**config.mk**
```make
export PLATFORM = sky130hd
export DESIGN_NAME = lru_block_buffer_policy
export DESIGN_NICKNAME = d
export VERILOG_FILES = /design/src/rtl/core/lrub_pkg.sv /design/src/rtl/core/lru_block_buffer_policy.sv /design/src/rtl/core/lrub_cell.sv
export VERILOG_INCLUDE_DIRS = /design/src /design/src/rtl/core
export SDC_FILE = /design/constraint.sdc
export NUM_CORES = 1
export LEC_CHECK = 0
export BUFFER_PORTS_ARGS = -buffer_cell sky130_fd_sc_hd__buf_4
export CORE_MARGIN = 2
export CORE_UTILIZATION = 60
export DETAILED_ROUTE_END_ITERATION = 7
export PLACE_DENSITY = 0.84
export SYNTH_ARGS = -nofsm -noshare
export SYNTH_HDL_FRONTEND = slang
export SYNTH_SLANG_ARGS = --single-unit
```
**constraint.sdc**
```tcl
create_clock -name clk_i -period 10.3 [get_ports clk_i]
set_input_delay 2.06 -clock clk_i [delete_from_list [all_inputs] [get_ports clk_i]]
set_output_delay 2.06 -clock clk_i [all_outputs]
set_load 0.01 [all_outputs]
```
**src/rtl/core/lru_block_buffer_policy_assert.svh**
```systemverilog
// Assertion macros shared by the LRU block buffer RTL.
// Expects clk_i and rst_ni in the scope of each use.
`ifndef LRU_BLOCK_BUFFER_POLICY_ASSERT_SVH
`define LRU_BLOCK_BUFFER_POLICY_ASSERT_SVH

// Checked on every rising edge outside reset.
`define LRUB_ASSERT(label, prop, msg) \
  label: assert property (@(posedge clk_i) disable iff (!rst_ni) (prop)) else $error(msg);

// Checked on every rising edge, reset included.
`define LRUB_ASSERT_ALWAYS(label, prop, msg) \
  label: assert property (@(posedge clk_i) (prop)) else $error(msg);

`endif

```
**src/rtl/core/lrub_pkg.sv**
```systemverilog
// Shared types and constants for the LRU block buffer.
// No dependencies.
`default_nettype none

package lrub_pkg;

  localparam int unsigned DefaultDepth = 8;
  localparam int unsigned MaxResults   = 8;
  localparam int unsigned CfgW         = 4;
  localparam logic [CfgW-1:0] CapReset = 4'd8;

  typedef enum logic [1:0] {
    REQ_GET    = 2'd0,
    REQ_PUT    = 2'd1,
    REQ_COMMIT = 2'd2
  } req_type_e;

  typedef struct packed {
    logic [7:0]  table_id;
    logic [15:0] block_number;
  } lrub_tag_t;

  // Per-cell command, priority load > shift > clear.
  typedef struct packed {
    logic load;
    logic shift;
    logic clr;
  } lrub_cell_ctrl_t;

endpackage

`default_nettype wire

```
**src/rtl/core/lru_block_buffer_policy.sv**
```systemverilog
// LRU block buffer replacement policy: top level with control and cell chain.
// Depends on lrub_pkg, lrub_cell and lru_block_buffer_policy_assert.svh.
//
// Usage:
//   Requests enter on start with req_type_i, table_id_i and block_number_i;
//   a beat is taken at a rising edge with start high and busy low.
//   Get and put: the request is registered, then in the next cycle the whole
//   cell chain compares the tag in parallel and shifts/loads in the same
//   cycle; the single result is registered onto the result ports at the
//   end of that cycle. busy is high for that one cycle, so the next get or
//   put is taken only once the result is out.
//   Commit: a pointer walks the chain one slot per cycle from the least
//   recent slot. Each dirty slot found is cleared and reported; the latest
//   find is held back until the next find or the end of the walk, so the
//   final one can carry last. The walk ends when the pointer reaches the
//   occupancy or once 8 dirty slots are found. Results of one commit may
//   come with idle gaps.
//   Each result beat is valid for exactly one cycle on result_valid_o; the
//   receiver cannot stall, so nothing downstream holds the block up.
//   lookup_count_o and hit_count_o show the live counters.
//   Config: cfg_valid_i/cfg_data_i write capacity, always ready; write it
//   only while idle. Capacity 0 behaves as 1, above DEPTH as DEPTH.
//   Reset: empty buffer, all dirty marks clear, counters zero, capacity 8.
`default_nettype none

module lru_block_buffer_policy import lrub_pkg::*; #(
  parameter int unsigned DEPTH = DefaultDepth
) (
  input  logic             clk_i,
  input  logic             rst_ni,
  // request channel
  input  logic             start,
  output logic             busy,
  input  logic [1:0]       req_type_i,
  input  logic [7:0]       table_id_i,
  input  logic [15:0]      block_number_i,
  // capacity register write
  input  logic             cfg_valid_i,
  output logic             cfg_ready_o,
  input  logic [CfgW-1:0]  cfg_data_i,
  // result channel
  output logic             result_valid_o,
  output logic             hit_o,
  output logic [2:0]       slot_o,
  output logic             writeback_valid_o,
  output logic [7:0]       writeback_table_o,
  output logic [15:0]      writeback_block_o,
  output logic [31:0]      lookup_count_o,
  output logic [31:0]      hit_count_o,
  output logic             last_o
);

  localparam int unsigned OW = $clog2(DEPTH + 1);
  localparam int unsigned CW = (OW > CfgW) ? OW : CfgW;
  localparam int unsigned FW = $clog2(MaxResults + 1);

  typedef enum logic [1:0] {
    ST_IDLE,
    ST_EXEC,
    ST_SCAN
  } state_e;

  state_e          state_q;
  req_type_e       req_q;
  lrub_tag_t       key_q;
  logic [CfgW-1:0] cap_q;
  logic [OW-1:0]   occ_q;
  logic [31:0]     lookups_q;
  logic [31:0]     hits_q;
  logic [OW-1:0]   ptr_q;
  logic [FW-1:0]   found_q;
  logic            pend_v_q;
  logic [OW-1:0]   pend_slot_q;
  lrub_tag_t       pend_tag_q;

  logic            res_valid_q;
  logic            res_hit_q;
  logic [2:0]      res_slot_q;
  logic            res_wbv_q;
  lrub_tag_t       res_wb_q;
  logic            res_last_q;

  lrub_tag_t       cell_tag   [DEPTH];
  logic            cell_dirty [DEPTH];
  logic            cell_match [DEPTH];
  lrub_cell_ctrl_t cell_ctrl  [DEPTH];

  logic [CW-1:0]   cap_eff;
  logic            full;
  logic            hit_any;
  logic [OW-1:0]   hit_idx;
  lrub_tag_t       scan_tag;
  logic            scan_dirty;
  logic            put_go;
  logic            do_shift;
  logic [OW-1:0]   shift_src;
  logic [OW-1:0]   new_pos;
  logic            scan_end;
  logic            scan_step;

  function automatic logic [2:0] slot3(input logic [OW-1:0] v);
    logic [OW+2:0] t;
    t = {3'b000, v};
    return t[2:0];
  endfunction

  // ---------------------------------------------------------------------
  // Cell chain: cell g takes its neighbor g+1 on a shift toward slot 0
  // ---------------------------------------------------------------------
  for (genvar g = 0; g < DEPTH; g++) begin : g_cell
    lrub_tag_t nbr_tag;
    logic      nbr_dirty;

    if (g == DEPTH - 1) begin : g_tail
      assign nbr_tag   = '0;
      assign nbr_dirty = 1'b0;
    end else begin : g_mid
      assign nbr_tag   = cell_tag[g+1];
      assign nbr_dirty = cell_dirty[g+1];
    end

    always_comb begin
      cell_ctrl[g].load  = put_go && (OW'(g) == new_pos);
      cell_ctrl[g].shift = put_go && do_shift && (OW'(g) >= shift_src) && (OW'(g) < new_pos);
      cell_ctrl[g].clr   = scan_step && (ptr_q == OW'(g));
    end

    lrub_cell u_cell (
      .clk_i       (clk_i),
      .rst_ni      (rst_ni),
      .ctrl_i      (cell_ctrl[g]),
      .req_tag_i   (key_q),
      .nbr_tag_i   (nbr_tag),
      .nbr_dirty_i (nbr_dirty),
      .tag_o       (cell_tag[g]),
      .dirty_o     (cell_dirty[g]),
      .match_o     (cell_match[g])
    );
  end

  // ---------------------------------------------------------------------
  // Lookup result, capacity clamp, scan read-out
  // ---------------------------------------------------------------------
  always_comb begin
    cap_eff = CW'(cap_q);
    if (cap_eff == '0) begin
      cap_eff = CW'(1);
    end else if (cap_eff > CW'(DEPTH)) begin
      cap_eff = CW'(DEPTH);
    end
  end

  assign full = (CW'(occ_q) >= cap_eff);

  // tags in the live region are unique, so an OR of the hit indexes encodes
  always_comb begin
    hit_any    = 1'b0;
    hit_idx    = '0;
    scan_tag   = '0;
    scan_dirty = 1'b0;
    for (int i = 0; i < DEPTH; i++) begin
      if (cell_match[i] && (OW'(i) < occ_q)) begin
        hit_any = 1'b1;
        hit_idx = hit_idx | OW'(i);
      end
      if (ptr_q == OW'(i)) begin
        scan_tag   = scan_tag | cell_tag[i];
        scan_dirty = scan_dirty | cell_dirty[i];
      end
    end
  end

  assign put_go    = (state_q == ST_EXEC) && (req_q == REQ_PUT);
  assign do_shift  = hit_any || full;
  assign shift_src = hit_any ? hit_idx : '0;
  assign new_pos   = do_shift ? (occ_q - OW'(1)) : occ_q;
  assign scan_end  = (ptr_q == occ_q) || (found_q == FW'(MaxResults));
  assign scan_step = (state_q == ST_SCAN) && !scan_end;

  // ---------------------------------------------------------------------
  // Control and result registers
  // ---------------------------------------------------------------------
  always_ff @(posedge clk_i or negedge rst_ni) begin
    if (!rst_ni) begin
      state_q     <= ST_IDLE;
      req_q       <= REQ_GET;
      key_q       <= '0;
      cap_q       <= CapReset;
      occ_q       <= '0;
      lookups_q   <= '0;
      hits_q      <= '0;
      ptr_q       <= '0;
      found_q     <= '0;
      pend_v_q    <= 1'b0;
      pend_slot_q <= '0;
      pend_tag_q  <= '0;
      res_valid_q <= 1'b0;
      res_hit_q   <= 1'b0;
      res_slot_q  <= '0;
      res_wbv_q   <= 1'b0;
      res_wb_q    <= '0;
      res_last_q  <= 1'b0;
    end else begin
      res_valid_q <= 1'b0;

      if (cfg_valid_i) begin
        cap_q <= cfg_data_i;
      end

      unique case (state_q)
        ST_IDLE: begin
          if (start) begin
            req_q   <= req_type_e'(req_type_i);
            key_q   <= '{table_id: table_id_i, block_number: block_number_i};
            state_q <= ST_EXEC;
          end
        end

        ST_EXEC: begin
          res_valid_q <= 1'b1;
          res_last_q  <= 1'b1;
          res_hit_q   <= 1'b0;
          res_slot_q  <= '0;
          res_wbv_q   <= 1'b0;
          res_wb_q    <= '0;
          state_q     <= ST_IDLE;
          unique case (req_q)
            REQ_GET: begin
              lookups_q <= lookups_q + 32'd1;
              if (hit_any) begin
                hits_q     <= hits_q + 32'd1;
                res_hit_q  <= 1'b1;
                res_slot_q <= slot3(hit_idx);
              end
            end
            REQ_PUT: begin
              res_hit_q <= hit_any;
              if (hit_any) begin
                res_slot_q <= slot3(occ_q - OW'(1));
              end else if (!full) begin
                res_slot_q <= slot3(occ_q);
                occ_q      <= occ_q + OW'(1);
              end else begin
                // evict least recent, written back dirty or not
                res_slot_q <= slot3(occ_q - OW'(1));
                res_wbv_q  <= 1'b1;
                res_wb_q   <= cell_tag[0];
              end
            end
            REQ_COMMIT: begin
              res_valid_q <= 1'b0;
              ptr_q       <= '0;
              found_q     <= '0;
              pend_v_q    <= 1'b0;
              state_q     <= ST_SCAN;
            end
            default: begin
              // reserved request code: empty result
            end
          endcase
        end

        ST_SCAN: begin
          if (scan_end) begin
            res_valid_q <= 1'b1;
            res_last_q  <= 1'b1;
            res_hit_q   <= 1'b0;
            res_slot_q  <= pend_v_q ? slot3(pend_slot_q) : 3'd0;
            res_wbv_q   <= pend_v_q;
            res_wb_q    <= pend_v_q ? pend_tag_q : '0;
            pend_v_q    <= 1'b0;
            state_q     <= ST_IDLE;
          end else begin
            ptr_q <= ptr_q + OW'(1);
            if (scan_dirty) begin
              // hold the newest find so the final beat can carry last
              if (pend_v_q) begin
                res_valid_q <= 1'b1;
                res_last_q  <= 1'b0;
                res_hit_q   <= 1'b0;
                res_slot_q  <= slot3(pend_slot_q);
                res_wbv_q   <= 1'b1;
                res_wb_q    <= pend_tag_q;
              end
              pend_v_q    <= 1'b1;
              pend_slot_q <= ptr_q;
              pend_tag_q  <= scan_tag;
              found_q     <= found_q + FW'(1);
            end
          end
        end

        default: begin
          state_q <= ST_IDLE;
        end
      endcase
    end
  end

  assign busy              = (state_q != ST_IDLE);
  assign cfg_ready_o       = 1'b1;
  assign result_valid_o    = res_valid_q;
  assign hit_o             = res_hit_q;
  assign slot_o            = res_slot_q;
  assign writeback_valid_o = res_wbv_q;
  assign writeback_table_o = res_wb_q.table_id;
  assign writeback_block_o = res_wb_q.block_number;
  assign lookup_count_o    = lookups_q;
  assign hit_count_o       = hits_q;
  assign last_o            = res_last_q;

  // ---------------------------------------------------------------------
  // Assertions
  // ---------------------------------------------------------------------
  `include "lru_block_buffer_policy_assert.svh"

  `LRUB_ASSERT(a_accept_to_exec, (start && !busy) |=> (state_q == ST_EXEC), "accept did not start")
  `LRUB_ASSERT(a_occ_bound, occ_q <= OW'(DEPTH), "occupancy above depth")
  `LRUB_ASSERT(a_occ_step, 1'b1 |=> ((occ_q == $past(occ_q)) || (occ_q == $past(occ_q) + OW'(1))), "occupancy jumped")
  `LRUB_ASSERT(a_mid_beat_busy, (res_valid_q && !res_last_q) |-> busy, "non-final beat while idle")
  `LRUB_ASSERT(a_hits_le_lookups, (hits_q != $past(hits_q)) |-> (lookups_q != $past(lookups_q)), "hit without lookup")

endmodule

`default_nettype wire

```
**src/rtl/core/lrub_cell.sv**
```systemverilog
// One slot of the LRU tag chain: tag, dirty mark and tag compare.
// Depends on lrub_pkg.
`default_nettype none

module lrub_cell import lrub_pkg::*; (
  input  logic            clk_i,
  input  logic            rst_ni,
  input  lrub_cell_ctrl_t ctrl_i,
  input  lrub_tag_t       req_tag_i,
  input  lrub_tag_t       nbr_tag_i,
  input  logic            nbr_dirty_i,
  output lrub_tag_t       tag_o,
  output logic            dirty_o,
  output logic            match_o
);

  lrub_tag_t tag_q, tag_d;
  logic      dirty_q, dirty_d;

  always_comb begin
    tag_d   = tag_q;
    dirty_d = dirty_q;
    priority if (ctrl_i.load) begin
      tag_d   = req_tag_i;
      dirty_d = 1'b1;
    end else if (ctrl_i.shift) begin
      tag_d   = nbr_tag_i;
      dirty_d = nbr_dirty_i;
    end else if (ctrl_i.clr) begin
      dirty_d = 1'b0;
    end
  end

  // tag storage is undefined until written, no reset
  always_ff @(posedge clk_i) begin
    tag_q <= tag_d;
  end

  always_ff @(posedge clk_i or negedge rst_ni) begin
    if (!rst_ni) begin
      dirty_q <= 1'b0;
    end else begin
      dirty_q <= dirty_d;
    end
  end

  assign tag_o   = tag_q;
  assign dirty_o = dirty_q;
  assign match_o = (tag_q == req_tag_i);

endmodule

`default_nettype wire

```
==> results.md <==
- The count of final max-slew check failures is 0.
- The number of nets handed over by synthesis was about 1700.
- The most common library cell in the layout ignoring fill and taps is sky130_fd_sc_hd__edfxtp_1.
- The count of endpoints failing hold in the final timing report came to 0.
- TritonCTS created 40 clock buffers.
- The antenna diode count is 0.
- The peak supply drop is approximately 0.22 mV.
- The min-delay analysis places its worst path in the category reg -> reg.
- Input and output buffers added on the ports amount to between 100 and 150.
- The setup TNS after final layout is 0 ps.
- The layout filler cell count is roughly 2400.
- After synthesis, flip-flops and latches occupy around 50% of the total area.
- The setup slack after placement is around 5000 ps.
- The global-route usage over all layers is 30.5%.
- STA classifies the critical path startpoint as a register.
- Summed over all cells, the static leakage comes to between 0.008 and 0.009 uW.
- The final critical path takes up 51.6% of the cycle.
- The cts-stage hold buffer count is 0.
- The die span in y is approximately 190 um.
- The total number of clock tree sinks is 367.
- The post-detailed-placement half-perimeter wirelength is ~39000 um.
- The area growth from synthesis to layout is 11.4%.
- The biggest area contributor in the post-synthesis netlist is sky130_fd_sc_hd__edfxtp_1.
- The worst-case setup margin in the final layout is approximately 5000 ps.
- The number of setup violations in the final report is 0.
- In the synthesized netlist the dominant register cell turns out to be sky130_fd_sc_hd__edfxtp_1.
- The fraction of final layout cells with drive strength greater than 1 is between 20% and 30%.
- In the layout the commonest cells are 192 x sky130_fd_sc_hd__edfxtp_1, 174 x sky130_fd_sc_hd__dfrtp_1, 149 x sky130_fd_sc_hd__buf_4.
- In this run the power density over the cells is 262 nW/um^2.
- The H-tree was split into 2 levels.
- The maximum buffer depth of the clock tree is 3.
- The initial antenna violation count came to 1.
- The reported max-cap violation count is 0.
- The share of flip-flops with an asynchronous set or reset is between 40 and 50%.
- Setup repair after global routing left no endpoint under its margin.
- The worst setup path is of the reg -> reg kind.
- Synthesis produced between 1500 and 2000 cells.
- The worst reg2reg path startpoint is occ_q[0]$_DFFE_PN0P_.
- The via count of the first global-routing pass is approximately 14000.
- The arrival time at the worst endpoint is 5460 ps.
- For this run, design rule violations remaining after detail routing come to 0.
- The synthesized design contains ~370 register bits.
- The post-cts repair resize count is 0.
- The floorplan step defined a die boundary enclosing between 30000 and 40000 sq um.
- The overall die width is approximately 190 um.
- Yosys mapped the design onto 77 distinct sky130hd cell types.
- During I/O placement, the number of pins put on the boundary was approximately 130.
- The actual slew at the worst max-slew pin is about 1300 ps.
- The largest net degree at the start of global routing is 110.
- The TritonCTS clock tree is built.
- STA classifies the critical path endpoint as a register.
- The startpoint of the most critical setup path is occ_q[0]$_DFFE_PN0P_.
- The first global-routing pass estimated between 80000 and 90000 um of wire.
- The detail route stage leaves a number of antenna-violating nets equal to 0.
- The final period demand of the worst path is between 5000 and 6000 ps.
- Using the TritonRoute via totals, the vias-per-cell ratio works out to between 6 and 7.
- The number of DRC violations after detailed-routing iteration 0 is about 1700.
- In this run the mean area of a mapped cell was around 12 sq um.
- Global routing finished with a remaining overflow of 0.
- The relative slew slack is about an eighth.
- The total via count after detailed routing is ~14000.
- The startpoint of the lowest-slack hold path is pend_tag_q[0]$_DFFE_PN0P_.
- At the end of the flow, the number of nets in the layout was about 1800.
- The post-CTS setup repair buffer count is 0.
- The maximum clock skew at final layout is ~17 ps.
- The congestion estimate from routability-driven global placement came to slightly below 1.
- The fraction of synthesized cell area taken by the top area cell type is between 20% and 30%.
- By area the synthesized netlist is led by sky130_fd_sc_hd__edfxtp_1 28%, sky130_fd_sc_hd__dfrtp_1 21%, sky130_fd_sc_hd__mux2_2 6.4%, sky130_fd_sc_hd__xor2_1 6.3%, sky130_fd_sc_hd__xnor2_1 5.2%.
- The floorplan has 67 rows.
- In this run the cell area of the synthesized design comes to approximately 20000 sq um.
- The maximum clock frequency is 0.188 GHz.
- The starting density of the core is between 60% and 70%.
- After clock tree synthesis, the clock-pin slew on the worst setup and hold paths is around 60 ps.
- The area of the core is roughly 33000 sq um.
- The final wirelength is about 54000 um.
- The pre-antenna-repair detailed-routing pass consisted of 6 iterations.
- During synthesis, Yosys emitted a total of 0 warnings.
- The data required time at the worst endpoint is 10450 ps.
- The routed length per placed instance is between 20 and 25 um.
- The largest fanout on the critical path is 25.
- The synthesized design contains approximately 190 enable-type register cells.
- The clock latency at the later pin of the worst-skew pair is around 540 ps.
- The master cell of the clock root buffer is sky130_fd_sc_hd__clkbuf_16.
- The run finished with clean final reports.
## metal layers
| metal | vias up | track usage (%) | part of all wire [%] |
|---|---|---|---|
| met2 | 775 | 46.8 | 45 |
| met1 | 7002 | 42.0 | 40 |
| li1 | 6325 | - | - |
| met3 | 132 | 6.70 | 10 |
| met5 | - | 0 | 0.022 |
| met4 | 2 | 13.0 | 4.3 |
## per-stage QoR
stage / cell area [sq um] / cells / util (%) / hold WS [ps] / power, uW
CTS: 22600 / 2234 / 67.7 / 479 / 5910
detailed placement: 21300 / 2161 / 63.6 / 466 / 4400
global route: 22600 / 2234 / 67.7 / 486 / 6190
global placement: 21300 / 2161 / 63.6 / 458 / 4330
finish: 22600 / 2234 / 67.7 / 478 / 5930
floorplan: 20300 / 1692 / - / 450 / 3780
## registers in the layout (all words and copies together) (netlist names), 4 cells and up
register,cells
g_cell.u_cell.tag_o,192
pend_tag_q,24
writeback_block_o,16
cap_q,4
g_cell.u_cell.dirty_o,8
lookup_count_o,32
hit_count_o,32
occ_q,4
found_q,4
ptr_q,4
key_q,24
writeback_table_o,8
## layout make-up
cell class              count  area [sq um]  share of cell area, %
inverters                  26          97.6                  0.431
repair buffers            150          1130                   4.99
clock inverters            16           213                  0.940
clock buffers              57          1160                   5.11
well taps                 448           561                   2.48
multi-input cells        1170          9330                   41.2
flip-flops and latches    367         10100                   44.8
## synth_stat cells (29+ instances only)
master and count:
sky130_fd_sc_hd__nor3_1 31, sky130_fd_sc_hd__xor2_1 145, sky130_fd_sc_hd__nor2_1 57, sky130_fd_sc_hd__mux2_4 36, sky130_fd_sc_hd__a22oi_1 126, sky130_fd_sc_hd__xnor2_1 120
sky130_fd_sc_hd__nor4_1 33, sky130_fd_sc_hd__nand2_1 104, sky130_fd_sc_hd__and2_1 34, sky130_fd_sc_hd__a21o_1 29, sky130_fd_sc_hd__mux2_2 115, sky130_fd_sc_hd__dfrtp_1 174
sky130_fd_sc_hd__clkbuf_1 53, sky130_fd_sc_hd__nand4_1 38, sky130_fd_sc_hd__mux2_1 52, sky130_fd_sc_hd__edfxtp_1 192, sky130_fd_sc_hd__o21ai_0 44
## critical path: stages (launching register included)
cell                       delay, ps
sky130_fd_sc_hd__dfrtp_1         660
sky130_fd_sc_hd__inv_1           270
sky130_fd_sc_hd__ha_1            340
sky130_fd_sc_hd__nand2b_1        140
sky130_fd_sc_hd__a21o_1          170
sky130_fd_sc_hd__a21o_1          170
sky130_fd_sc_hd__a21oi_1         300
sky130_fd_sc_hd__or4b_1          740
sky130_fd_sc_hd__nor2_8          340
sky130_fd_sc_hd__mux2i_1         180
sky130_fd_sc_hd__nor3_4          940
sky130_fd_sc_hd__o21bai_2        640
## cells by family after synthesis
group,count (synthesis),synth area share [%]
xor gates and xnor gates,266,11.5
buffers and inverters,155,4.36
AOI/OAI and AO/OA,285,10.1
adders and majority gates,18,1.11
muxes,216,12.7
and+or+nand+nor,384,10.3
DFF,367,49.9
other,1,0.0185
## power by group
group          internal (uW)  switching [uW]  total, uW
sequential              1880             481       2360
clock                    908             584       1490
combinational            848            1230       2080
total                   3630            2300       5930
## worst paths after layout
path	to	slack, ps	cells past startpoint
worst min-delay path	pend_tag_q[0]$_DFFE_PN0P_	480	1
worst min register to register	pend_tag_q[0]$_DFFE_PN0P_	480	1
min in group asynchronous	hit_count_o[23]$_DFFE_PN0P_	1640	1
worst max-delay path	g_cell[0].u_cell.tag_o[8]$_DFFE_PP_	4990	11
max in group asynchronous	key_q[18]$_DFFE_PN0P_	7160	2
worst max register to register	g_cell[0].u_cell.tag_o[8]$_DFFE_PP_	4990	11
(Power assumes the default switching activity.)
